**src/sv/orb_pkg.sv**
```systemverilog
`default_nettype none

package orb_pkg;

	// Fixed field widths of one request and one result.
	localparam int WORD_W   = 32;
	localparam int OFFSET_W = 8;
	localparam int COUNT_W  = 8;
	localparam int ACTION_W = 2;

	// Operation codes carried by the action field.
	typedef enum logic [ACTION_W-1:0] {
		ACT_ENQUEUE = 2'd0,
		ACT_DEQUEUE = 2'd1,
		ACT_PEEK    = 2'd2,
		ACT_SKIP    = 2'd3
	} action_t;

	// Commands from the controller to the datapath.
	typedef struct packed {
		logic load;     // Capture the request fields.
		logic exec;     // Access the memory and move the pointers.
		logic respond;  // Register the result and raise the strobe.
	} orb_cmd_t;

endpackage

`default_nettype wire

```
**src/sv/orb_ctrl.sv**
```systemverilog
`default_nettype none

module orb_ctrl
	import orb_pkg::*;
(
	input  wire logic     clk,
	input  wire logic     arst_n,
	input  wire logic     start,
	output logic          busy,
	output orb_cmd_t      cmd
);

	typedef enum logic [1:0] {
		ST_IDLE,
		ST_EXEC,
		ST_RESP
	} state_t;

	state_t state_q;
	logic   busy_q;
	logic   exec_q;
	logic   resp_q;

	// Sequence one request through execute and respond.
	always_ff @(posedge clk or negedge arst_n) begin
		if (!arst_n) begin
			state_q <= ST_IDLE;
			busy_q  <= 1'b0;
			exec_q  <= 1'b0;
			resp_q  <= 1'b0;
		end else begin
			unique case (state_q)
				ST_IDLE: begin
					if (start) begin
						state_q <= ST_EXEC;
						busy_q  <= 1'b1;
						exec_q  <= 1'b1;
					end
				end
				ST_EXEC: begin
					state_q <= ST_RESP;
					exec_q  <= 1'b0;
					resp_q  <= 1'b1;
				end
				ST_RESP: begin
					state_q <= ST_IDLE;
					resp_q  <= 1'b0;
					busy_q  <= 1'b0;
				end
				default: begin
					state_q <= ST_IDLE;
					busy_q  <= 1'b0;
					exec_q  <= 1'b0;
					resp_q  <= 1'b0;
				end
			endcase
		end
	end

	// A request is taken whenever the block is not busy.
	assign busy        = busy_q;
	assign cmd.load    = start & ~busy_q;
	assign cmd.exec    = exec_q;
	assign cmd.respond = resp_q;

endmodule

`default_nettype wire

```
**config.mk**
```make
export PLATFORM = sky130hd
export DESIGN_NAME = orb_ctrl
export DESIGN_NICKNAME = d
export VERILOG_FILES = /design/src/sv/orb_pkg.sv /design/src/sv/orb_ctrl.sv
export SDC_FILE = /design/constraint.sdc
export NUM_CORES = 1
export LEC_CHECK = 0
export BUFFER_PORTS_ARGS = -buffer_cell sky130_fd_sc_hd__buf_4
export CAP_MARGIN = 20
export CORE_AREA = 8 8 45 47
export DETAILED_ROUTE_END_ITERATION = 6
export DIE_AREA = 0 0 53 55
export MAX_ROUTING_LAYER = met4
export PLACE_DENSITY = 0.4
export SYNTH_ARGS = -nofsm -noshare
export SYNTH_HDL_FRONTEND = slang
export SYNTH_SLANG_ARGS = --single-unit
export TNS_END_PERCENT = 10
```
**constraint.sdc**
```tcl
create_clock -name clk -period 1 [get_ports clk]
set_input_delay 0.05 -clock clk [delete_from_list [all_inputs] [get_ports clk]]
set_output_delay 0.05 -clock clk [all_outputs]
set_load 0.02 [all_outputs]
```
After elaboration in Yosys (flattened, before gate mapping)
Index checks and enable logic that the tools add are counted.
{"block": "word_totals", "reg_bits": 5, "wordCells": 20, "output_inout_bits": 4, "in_bits": 3}
{"block": "classes", "eq_ne": 3, "mux": 6, "bitwise": 4, "reduce_logical": 3}
{"op": "$pmux W1 S2", "count": 3}
{"op": "$pmux W2 S2", "count": 1}
{"op": "$reduce_and A2 Y1", "count": 2}
{"op": "$not A1 Y1", "count": 3}
{"op": "$eq A2 B1 Y1 const B", "count": 1}
{"op": "$eq A2 B2 Y1 const B", "count": 1}
{"op": "$logic_not A2 Y1", "count": 1}
{"op": "$mux W2", "count": 1}
{"op": "$ne A2 B2 Y1 const B", "count": 1}
{"op": "$and A1 B1 Y1", "count": 1}
{"op": "$mux W1", "count": 1}

Logic depth before layout (Yosys ltp)
Gate-level depths: netlist of the first run.
{"block": "depth", "word_depth": 3, "mapped_depth": 2, "mapped_depth_nobuf": 2}

Worst setup path after synthesis of the first run
No wires, ideal clock.
{"block": "synth_timing", "kind": "flip-flop to output port", "from": "reg busy_q (netlist: busy)", "to": "out cmd[2] in the netlist's numbering", "path_slack_ns": 0.159, "n_path_buf": 0, "path_stages_with_launch": 2, "t_arrival_ns": 0.791, "t_required_ns": 0.950, "cell_sequence": "dfrtp_1 -> nor2b_1"}
{"item": "from (decl)", "line_no": "orb_ctrl.sv:20", "text": "logic busy_q;"}
{"item": "from (signal assigned)", "line_no": "orb_ctrl.sv:28", "text": "busy_q <= 1'b0;"}
{"item": "from (signal assigned)", "line_no": "orb_ctrl.sv:36", "text": "busy_q <= 1'b1;"}
{"item": "from (signal assigned)", "line_no": "orb_ctrl.sv:48", "text": "busy_q <= 1'b0;"}
{"item": "to (decl)", "line_no": "orb_ctrl.sv:10", "text": "output orb_cmd_t cmd"}

==> flow_metrics.env, run 1 <==
export IMPL_status="complete, no violations"
export IMPL_synth_top_family_by_area="simple AND/OR/NAND/NOR gates"
export IMPL_port_buffers=6
export IMPL_p_per_area_mw_per_mm2=2320
export IMPL_synth_adder_area_share_pct=0
export IMPL_cts_tree="yes"
export IMPL_drv_slew=0
export IMPL_cp_required_ps=950
export IMPL_wl_per_cell_um=8.53
export IMPL_holdPathEnd="state_q[0]"
export IMPL_setup_violations=0
export IMPL_vias_per_cell=3.33
export IMPL_cp_cell_sequence="nor2b_1 > buf_4"
export IMPL_fillers=157
export IMPL_insertion_delay_ps=250
export IMPL_synthXorXnorAreaFrac_pct=0
export IMPL_cap_violations=0
export IMPL_hold_depth=3
export IMPL_end_kind="primary output"
export IMPL_grt_max_degree=6
export IMPL_path_clk_slew_ps=50
export IMPL_grt_pass1_vias=168
export IMPL_cts_sinks=5
export IMPL_rsz0062_at_grt="true"
export IMPL_synth_nets=21
export IMPL_synth_cell_type_count=10
export IMPL_drtIter0Drc=2
export IMPL_tns_ps=0
export IMPL_synth_cells=18
export IMPL_tightest_slew_ps=143
export IMPL_fin_total_pwr_uw=683
export IMPL_ios=7
export IMPL_layout_drive_gt1_share_pct=44.4
export IMPL_max_freq_mhz=1040
export IMPL_antenna_left=0
export IMPL_yosysTopAreaCell="dfrtp_1"
export IMPL_dieArea_mm2=0.00292
export IMPL_nets=31
export IMPL_synthTopCellsByArea="dfrtp_1 61%, buf_4 7.3%, nand2b_4 6.7%"
export IMPL_synth_seq_cells=5
export IMPL_placementRows=14
export IMPL_first_pass_iters=3
export IMPL_r2r_cells=2
export IMPL_setup_ws_ps=34.9
export IMPL_whs_ps=57.0
export IMPL_slew_headroom_pct=90.5
export IMPL_antenna_cells=0
export IMPL_drc_errors=0
export IMPL_crit_fanout=3
export IMPL_ys_warn_count=0
export IMPL_grt_ovfl_total=0
export IMPL_final_hold_viol_count=0
export IMPL_holdCritStartpoint="start"
export IMPL_initial_core_util_pct=14.9
export IMPL_chipWidth_um=53
export IMPL_crit_arrival_ps=920
export IMPL_clockRootBuffer="clkbuf_4"
export IMPL_ys_seq_area_share_pct=60.6
export IMPL_fin_crit_ps=965
export IMPL_die_h_um=55
export IMPL_crit_type="reg -> out"
export IMPL_r2r_start="state_q[0]"
export IMPL_rr_endpoint="busy"
export IMPL_critPathTopFamily="flip-flops"
export IMPL_yosys_area_top_type_share_pct=60.6
export IMPL_synth_area_um2=206
export IMPL_critPathBufInv=1
export IMPL_min_period_over_period_pct=96.5
export IMPL_min_path_type="in -> reg"
export IMPL_wl_um=367
export IMPL_gp_congestion=0.618
export IMPL_coreArea_mm2=0.00138
export IMPL_grt_usage_pct=4.18
export IMPL_postSynthAreaPerCell_um2=11.5
export IMPL_r2r_setup_slack_ps=230
export IMPL_antenna_found_initial=0
export IMPL_synthMuxAreaShare_pct=0
export IMPL_post_place_ws_ps=230
export IMPL_skew_ps=9.70
export IMPL_grt_pass1_wl_um=717
export IMPL_synth_simple_area_share_pct=21.8
export IMPL_max_stage_delay_ps=390
export IMPL_syn_to_final_growth_pct=42.4
export IMPL_slowest_stage="dfrtp_1"
export IMPL_vias=143
export IMPL_numCtsBuffers=3
export IMPL_synth_compound_area_share_pct=6.67
export IMPL_h_tree_depth=1
export IMPL_ir_worst_vdd_uv=558
export IMPL_p_leak_uw=0.000149
export IMPL_start_kind="flip-flop"
export IMPL_clk_path_buf_depth=2
-- where the power goes --
part / internal, uW / switching, uW
Clock: 145 / 89.1
Sequential: 244 / 30.3
Combinational: 83.3 / 91.5
-- repair_timing --
item / CTS / global route
endpoints found under the hold margin: 5 / 0
endpoints found under the setup margin: 0 / 1
buffers inserted: 0 / 0
gates resized for setup: 0 / 0
hold buffers: 1 / 0
-- tightest hold or removal path, delay by kind of cell --
kind	cells	cell delay, ps
and+or+nand+nor	2	90
buffers and inverters	1	130
-- logic make-up (layout without fill, tap and decap cells) --
kind of cell / Yosys count / in the layout
AOI/OAI and AO/OA: 2 / 2
buffers and inverters: 4 / 13
and+or+nand+nor: 7 / 7
DFF: 5 / 5
-- placed cells by master, fill, tap and decap left out --
cell / instances
a21oi_1: 1
a21oi_2: 1
and2b_1: 1
buf_4: 6
clkbuf_4: 3
clkinv_2: 1
dfrtp_1: 5
dlygate4sd3_1: 1
inv_1: 2
nand2b_1: 1
nand2b_4: 1
nor2_1: 3
nor2b_1: 1
-- area by class of cell --
class	instances	area (um2)	area share, %
sequential	5	125	42.6
multi-input combinational	9	58.8	20.0
timing repair buffer	7	55.1	18.7
clock buffer	3	22.5	7.66
tap	16	20.0	6.81
inverter	2	7.51	2.55
clock inverter	1	5.00	1.70
-- how the worst max path moves through the flow --
stage               startpoint      to  slack, ps  cells past startpoint
CTS                       busy  cmd[2]         20                      2
detailed placement  state_q[1]  exec_q        230                      2
finish                    busy  cmd[2]         30                      2
floorplan                 busy  cmd[2]        160                      1
global placement    state_q[0]    busy        250                      2
global route              busy  cmd[2]        -20                      2
-- stage by stage --
step	util, %	instances	instance area (um2)
floorplan	-	18	206
global placement	18.5	38	256
detailed placement	18.5	38	256
CTS	21.2	43	294
global route	21.2	43	294
finish	21.2	43	294
-- per-layer routing --
metal / track usage [%] / wire, um / vias up
met5: - / 0 / -
met4: 5.17 / 0 / 0
met3: 4.55 / 52 / 0
met2: 3.32 / 118 / 7
met1: 4.29 / 197 / 66
li1: - / - / 70
-- synth_stat cells --
library cell,count
a21oi_1,1
buf_4,2
dfrtp_1,5
nand2b_1,1
and2b_1,1
a21oi_2,1
inv_1,2
nor2b_1,1
nand2b_4,1
nor2_1,3
-- state kept, by name, indices dropped and copies added (netlist names) --
register  count
busy          1
exec_q        1
resp_q        1
state_q       2
Note: power is estimated with default switching activity, not from simulation.
==> run 2: changes to the inputs <==
- PLACE_DENSITY: 0.4 -> not set
- PLACE_DENSITY_LB_ADDON: not set -> 0.25
==> flow_metrics.env, run 2 (same netlist as run 1, synthesis figures left out) <==
export IMPL_grt_max_degree=6
export IMPL_start_kind="flip-flop"
export IMPL_finalNonFillerCells=43
export IMPL_first_pass_iters=2
export IMPL_tns_ps=0
export IMPL_numCtsBuffers=3
export IMPL_grt_pass1_vias=171
export IMPL_grt_pass1_wl_um=765
export IMPL_insertion_delay_ps=240
export IMPL_fin_crit_ps=935
export IMPL_ios=7
export IMPL_setup_violations=0
export IMPL_antenna_cells=0
export IMPL_hold_depth=3
export IMPL_rr_endpoint="busy"
export IMPL_r2r_cells=2
export IMPL_antenna_found_initial=0
export IMPL_min_path_type="in -> reg"
export IMPL_post_cts_buffers=0
export IMPL_antenna_left=0
export IMPL_hold_buffers=1
export IMPL_initial_core_util_pct=14.9
export IMPL_grt_usage_pct=4.13
export IMPL_final_cell_mix="6 x buf_4, 5 x dfrtp_1, 3 x nor2_1, 3 x clkbuf_4, 2 x inv_1"
export IMPL_clk_path_buf_depth=2
export IMPL_crit_type="reg -> out"
export IMPL_crit_arrival_ps=890
export IMPL_largest_reg_flops=2
export IMPL_placed_area_um2=256
export IMPL_path_clk_slew_ps=40
export IMPL_dp_hpwl_um=310
export IMPL_fin_total_pwr_uw=685
export IMPL_die_h_um=55
export IMPL_end_kind="primary output"
export IMPL_chipWidth_um=53
export IMPL_cp_cell_sequence="nor2b_1 > buf_4"
export IMPL_holdPathEnd="state_q[0]"
export IMPL_ir_worst_vdd_uv=1060
export IMPL_cts_resized=0
export IMPL_slowest_stage="dfrtp_1"
export IMPL_p_leak_uw=0.000146
export IMPL_drv_slew=0
export IMPL_max_freq_mhz=1070
export IMPL_nets=31
export IMPL_syn_to_final_growth_pct=41.8
export IMPL_placementRows=14
export IMPL_critPathTopFamily="flip-flops"
export IMPL_wl_um=399
export IMPL_cts_tree="yes"
export IMPL_min_period_over_period_pct=93.5
export IMPL_cap_violations=0
export IMPL_final_common_cell="buf_4"
export IMPL_crit_fanout=3
export IMPL_r2r_start="state_q[0]"
export IMPL_coreArea_mm2=0.00138
export IMPL_rsz0062_at_grt="false"
export IMPL_grt_ovfl_total=0
export IMPL_cts_sinks=5
export IMPL_layout_drive_gt1_share_pct=40.7
export IMPL_regMostFlops="state_q"
export IMPL_wl_per_cell_um=9.28
export IMPL_whs_ps=72.5
export IMPL_r2r_setup_slack_ps=220
export IMPL_vias_per_cell=3.51
export IMPL_critPathBufInv=1
export IMPL_final_hold_viol_count=0
export IMPL_holdCritStartpoint="start"
export IMPL_drtIter0Drc=1
export IMPL_drc_errors=0
export IMPL_skew_ps=5.96
export IMPL_port_buffers=6
export IMPL_dp_cells=38
export IMPL_status="complete, no violations"
export IMPL_slew_headroom_pct=90.7
export IMPL_max_stage_delay_ps=390
export IMPL_tightest_slew_ps=139
export IMPL_cp_required_ps=950
export IMPL_p_per_area_mw_per_mm2=2340
export IMPL_gp_congestion=0.662
export IMPL_postLayoutCellArea_um2=293
export IMPL_dieArea_mm2=0.00292
export IMPL_h_tree_depth=1
export IMPL_vias=151
export IMPL_clockRootBuffer="clkbuf_4"
-- run 2: changes by cell type in the layout (fill, tap and decap cells not counted), sizes merged --
cell	delta
clkbuf	+1
clkinv	-1
-- run 2: power by group --
part	switching, uW	internal, uW
Clock	84.1	151
Sequential	30.5	244
Combinational	92.0	83.3
Total	207	478
-- run 2: how the worst max path moves through the flow --
stage	start	to	slack (ps)	cells after the start
after floorplan	busy	cmd[2]	160	1
after detailed placement	state_q[0]	busy	240	2
after global placement	state_q[1]	exec_q	240	2
after global routing	busy	cmd[2]	6	2
final	busy	cmd[2]	60	2
after CTS	busy	cmd[2]	50	2
-- run 2: final cells by class --
type	count	area (um2)
fill	153	1090
sequential	5	125
multi-input combinational	9	58.8
timing repair buffer	7	55.1
clock buffer	4	26.3
tap	16	20.0
inverter	2	7.51
-- run 2: tightest hold or removal path, cell delays in order --
cell	delay, ps
buf_4	130
nand2b_4	60
nor2_1	40
-- run 2: metrics by stage --
stage	util (%)	worst slack, ps
final	21.2	64.8
after detailed placement	18.5	236
after floorplan	-	159
after global routing	21.2	6.39
after global placement	18.5	239
after CTS	21.2	49.8
-- run 2: per-layer routing --
metal / routed length (um) / share of wire [%] / vias up / track usage (%)
li1: - / - / 69 / -
met1: 199 / 50 / 73 / 4.31
met2: 137 / 34 / 9 / 4.10
met3: 62 / 16 / 0 / 4.81
met4: 0 / 0 / 0 / 2.59
met5: 0 / 0 / - / -
==> run 3: changes to the inputs <==
- CORE_AREA: 8 8 45 47 -> 2 2 39 41
- DIE_AREA: 0 0 53 55 -> 0 0 41 43
- clock period: 1 -> 0.8 ns (I/O delays scaled with it)
==> flow_metrics.env, run 3 (same netlist as run 1, synthesis figures left out) <==
export IMPL_drtIter0Drc=2
export IMPL_r2r_start="state_q[0]"
export IMPL_initial_core_util_pct=14.9
export IMPL_antenna_cells=0
export IMPL_chipWidth_um=41
export IMPL_start_kind="flip-flop"
export IMPL_grt_max_degree=6
export IMPL_grt_usage_pct=6.00
export IMPL_holdPathEnd="state_q[0]"
export IMPL_critPathTopFamily="flip-flops"
export IMPL_crit_fanout=3
export IMPL_p_per_area_mw_per_mm2=2830
export IMPL_nets=31
export IMPL_dieArea_mm2=0.00176
export IMPL_vias=144
export IMPL_wl_um=364
export IMPL_end_kind="primary output"
export IMPL_final_cell_mix="5 x dfrtp_1, 4 x buf_4, 3 x nor2_1, 3 x clkbuf_4"
export IMPL_finalCoreUtilization_pct=22.7
export IMPL_fin_crit_ps=929
export IMPL_max_stage_delay_ps=400
export IMPL_fillers=144
export IMPL_cp_required_ps=760
export IMPL_die_h_um=43
export IMPL_holdCritStartpoint="start"
export IMPL_clk_path_buf_depth=2
export IMPL_min_path_type="in -> reg"
export IMPL_port_buffers=6
export IMPL_drv_slew=0
export IMPL_post_place_ws_ps=38.2
export IMPL_slowest_stage="dfrtp_1"
export IMPL_hold_depth=3
export IMPL_regMostFlops="state_q"
export IMPL_numCtsBuffers=3
export IMPL_violations="negative setup slack"
export IMPL_tightest_slew_ps=176
export IMPL_placed_area_um2=259
export IMPL_layout_drive_gt1_share_pct=51.9
export IMPL_skew_ps=4.91
export IMPL_placementRows=14
export IMPL_ir_worst_vdd_uv=1040
export IMPL_coreArea_mm2=0.00138
export IMPL_post_cts_buffers=0
export IMPL_ios=7
export IMPL_cts_tree="yes"
export IMPL_final_common_cell="dfrtp_1"
export IMPL_rsz0062_at_grt="true"
export IMPL_min_period_over_period_pct=116
export IMPL_rr_endpoint="busy"
export IMPL_crit_arrival_ps=890
export IMPL_max_freq_mhz=1080
export IMPL_clockRootBuffer="clkbuf_4"
export IMPL_wl_per_cell_um=8.47
export IMPL_path_clk_slew_ps=40
export IMPL_setup_violations=3
export IMPL_fin_total_pwr_uw=890
export IMPL_antenna_left=0
export IMPL_p_leak_uw=0.000154
export IMPL_drc_errors=0
export IMPL_crit_type="reg -> out"
export IMPL_grt_ovfl_total=0
export IMPL_vias_per_cell=3.35
export IMPL_status="finished, violations left"
export IMPL_h_tree_depth=1
export IMPL_r2r_setup_slack_ps=20
export IMPL_tns_ps=-180
export IMPL_cp_cell_sequence="nor2b_2 > buf_4"
export IMPL_syn_to_final_growth_pct=52.1
export IMPL_slew_headroom_pct=88.3
export IMPL_grt_pass1_wl_um=621
export IMPL_final_hold_viol_count=0
export IMPL_critPathBufInv=1
export IMPL_antenna_found_initial=0
export IMPL_largest_reg_flops=2
export IMPL_first_pass_iters=2
export IMPL_postLayoutCellArea_um2=314
export IMPL_grt_pass1_vias=143
export IMPL_insertion_delay_ps=240
export IMPL_gp_congestion=0.589
export IMPL_setup_ws_ps=-129
export IMPL_r2r_cells=2
export IMPL_cap_violations=0
export IMPL_cts_sinks=5
[run 3: worst max-delay path by stage]
| stage | depth (start not counted) | start | endpoint | slack (ps) |
|---|---|---|---|---|
| 2_1_floorplan | 1 | busy | cmd[2] | 60 |
| 3_3_place_gp | 2 | state_q[0] | busy | 50 |
| 3_5_place_dp | 2 | state_q[1] | exec_q | 40 |
| 4_1_cts | 2 | busy | cmd[2] | -140 |
| 5_1_grt | 2 | busy | cmd[2] | -160 |
| 6_report | 2 | busy | cmd[2] | -130 |
[run 3: layout make-up]
| type | instances | area [um2] | area share [%] |
|---|---|---|---|
| multi-input combinational | 9 | 72.6 | 23.1 |
| timing repair buffer | 7 | 62.6 | 19.9 |
| inverter | 2 | 7.51 | 2.39 |
| clock buffer | 4 | 26.3 | 8.37 |
| sequential | 5 | 125 | 39.8 |
| tap | 16 | 20.0 | 6.37 |
[run 3: report_power, final]
part | switching [uW] | total (uW) | internal (uW) | leakage [uW]
Sequential | 48.7 | 354 | 305 | 0.0000604
Combinational | 117 | 247 | 130 | 0.0000783
Clock | 101 | 290 | 188 | 0.0000150
[run 3: repair_timing]
item                       CTS  global route
hold endpoints to repair     5             0
pin swaps                    0             0
resized for setup            2             2
setup endpoints to repair    4             6
hold buffers                 1             0
[run 3: worst min-delay path, stage by stage]
cell,delay [ps]
buf_4,130
nand2b_4,70
nor2_1,40
[run 3: routing by layer]
layer,track usage (%),wire length (um)
met5,-,0
met4,2.00,0
met3,7.85,56
met2,5.31,121
met1,7.54,186
[run 3: through the flow]
stage,cells,hold WS (ps)
6_report,43,81.6
5_1_grt,43,72.6
4_1_cts,43,55.4
3_5_place_dp,38,-154
3_3_place_gp,38,-157
2_1_floorplan,18,-256
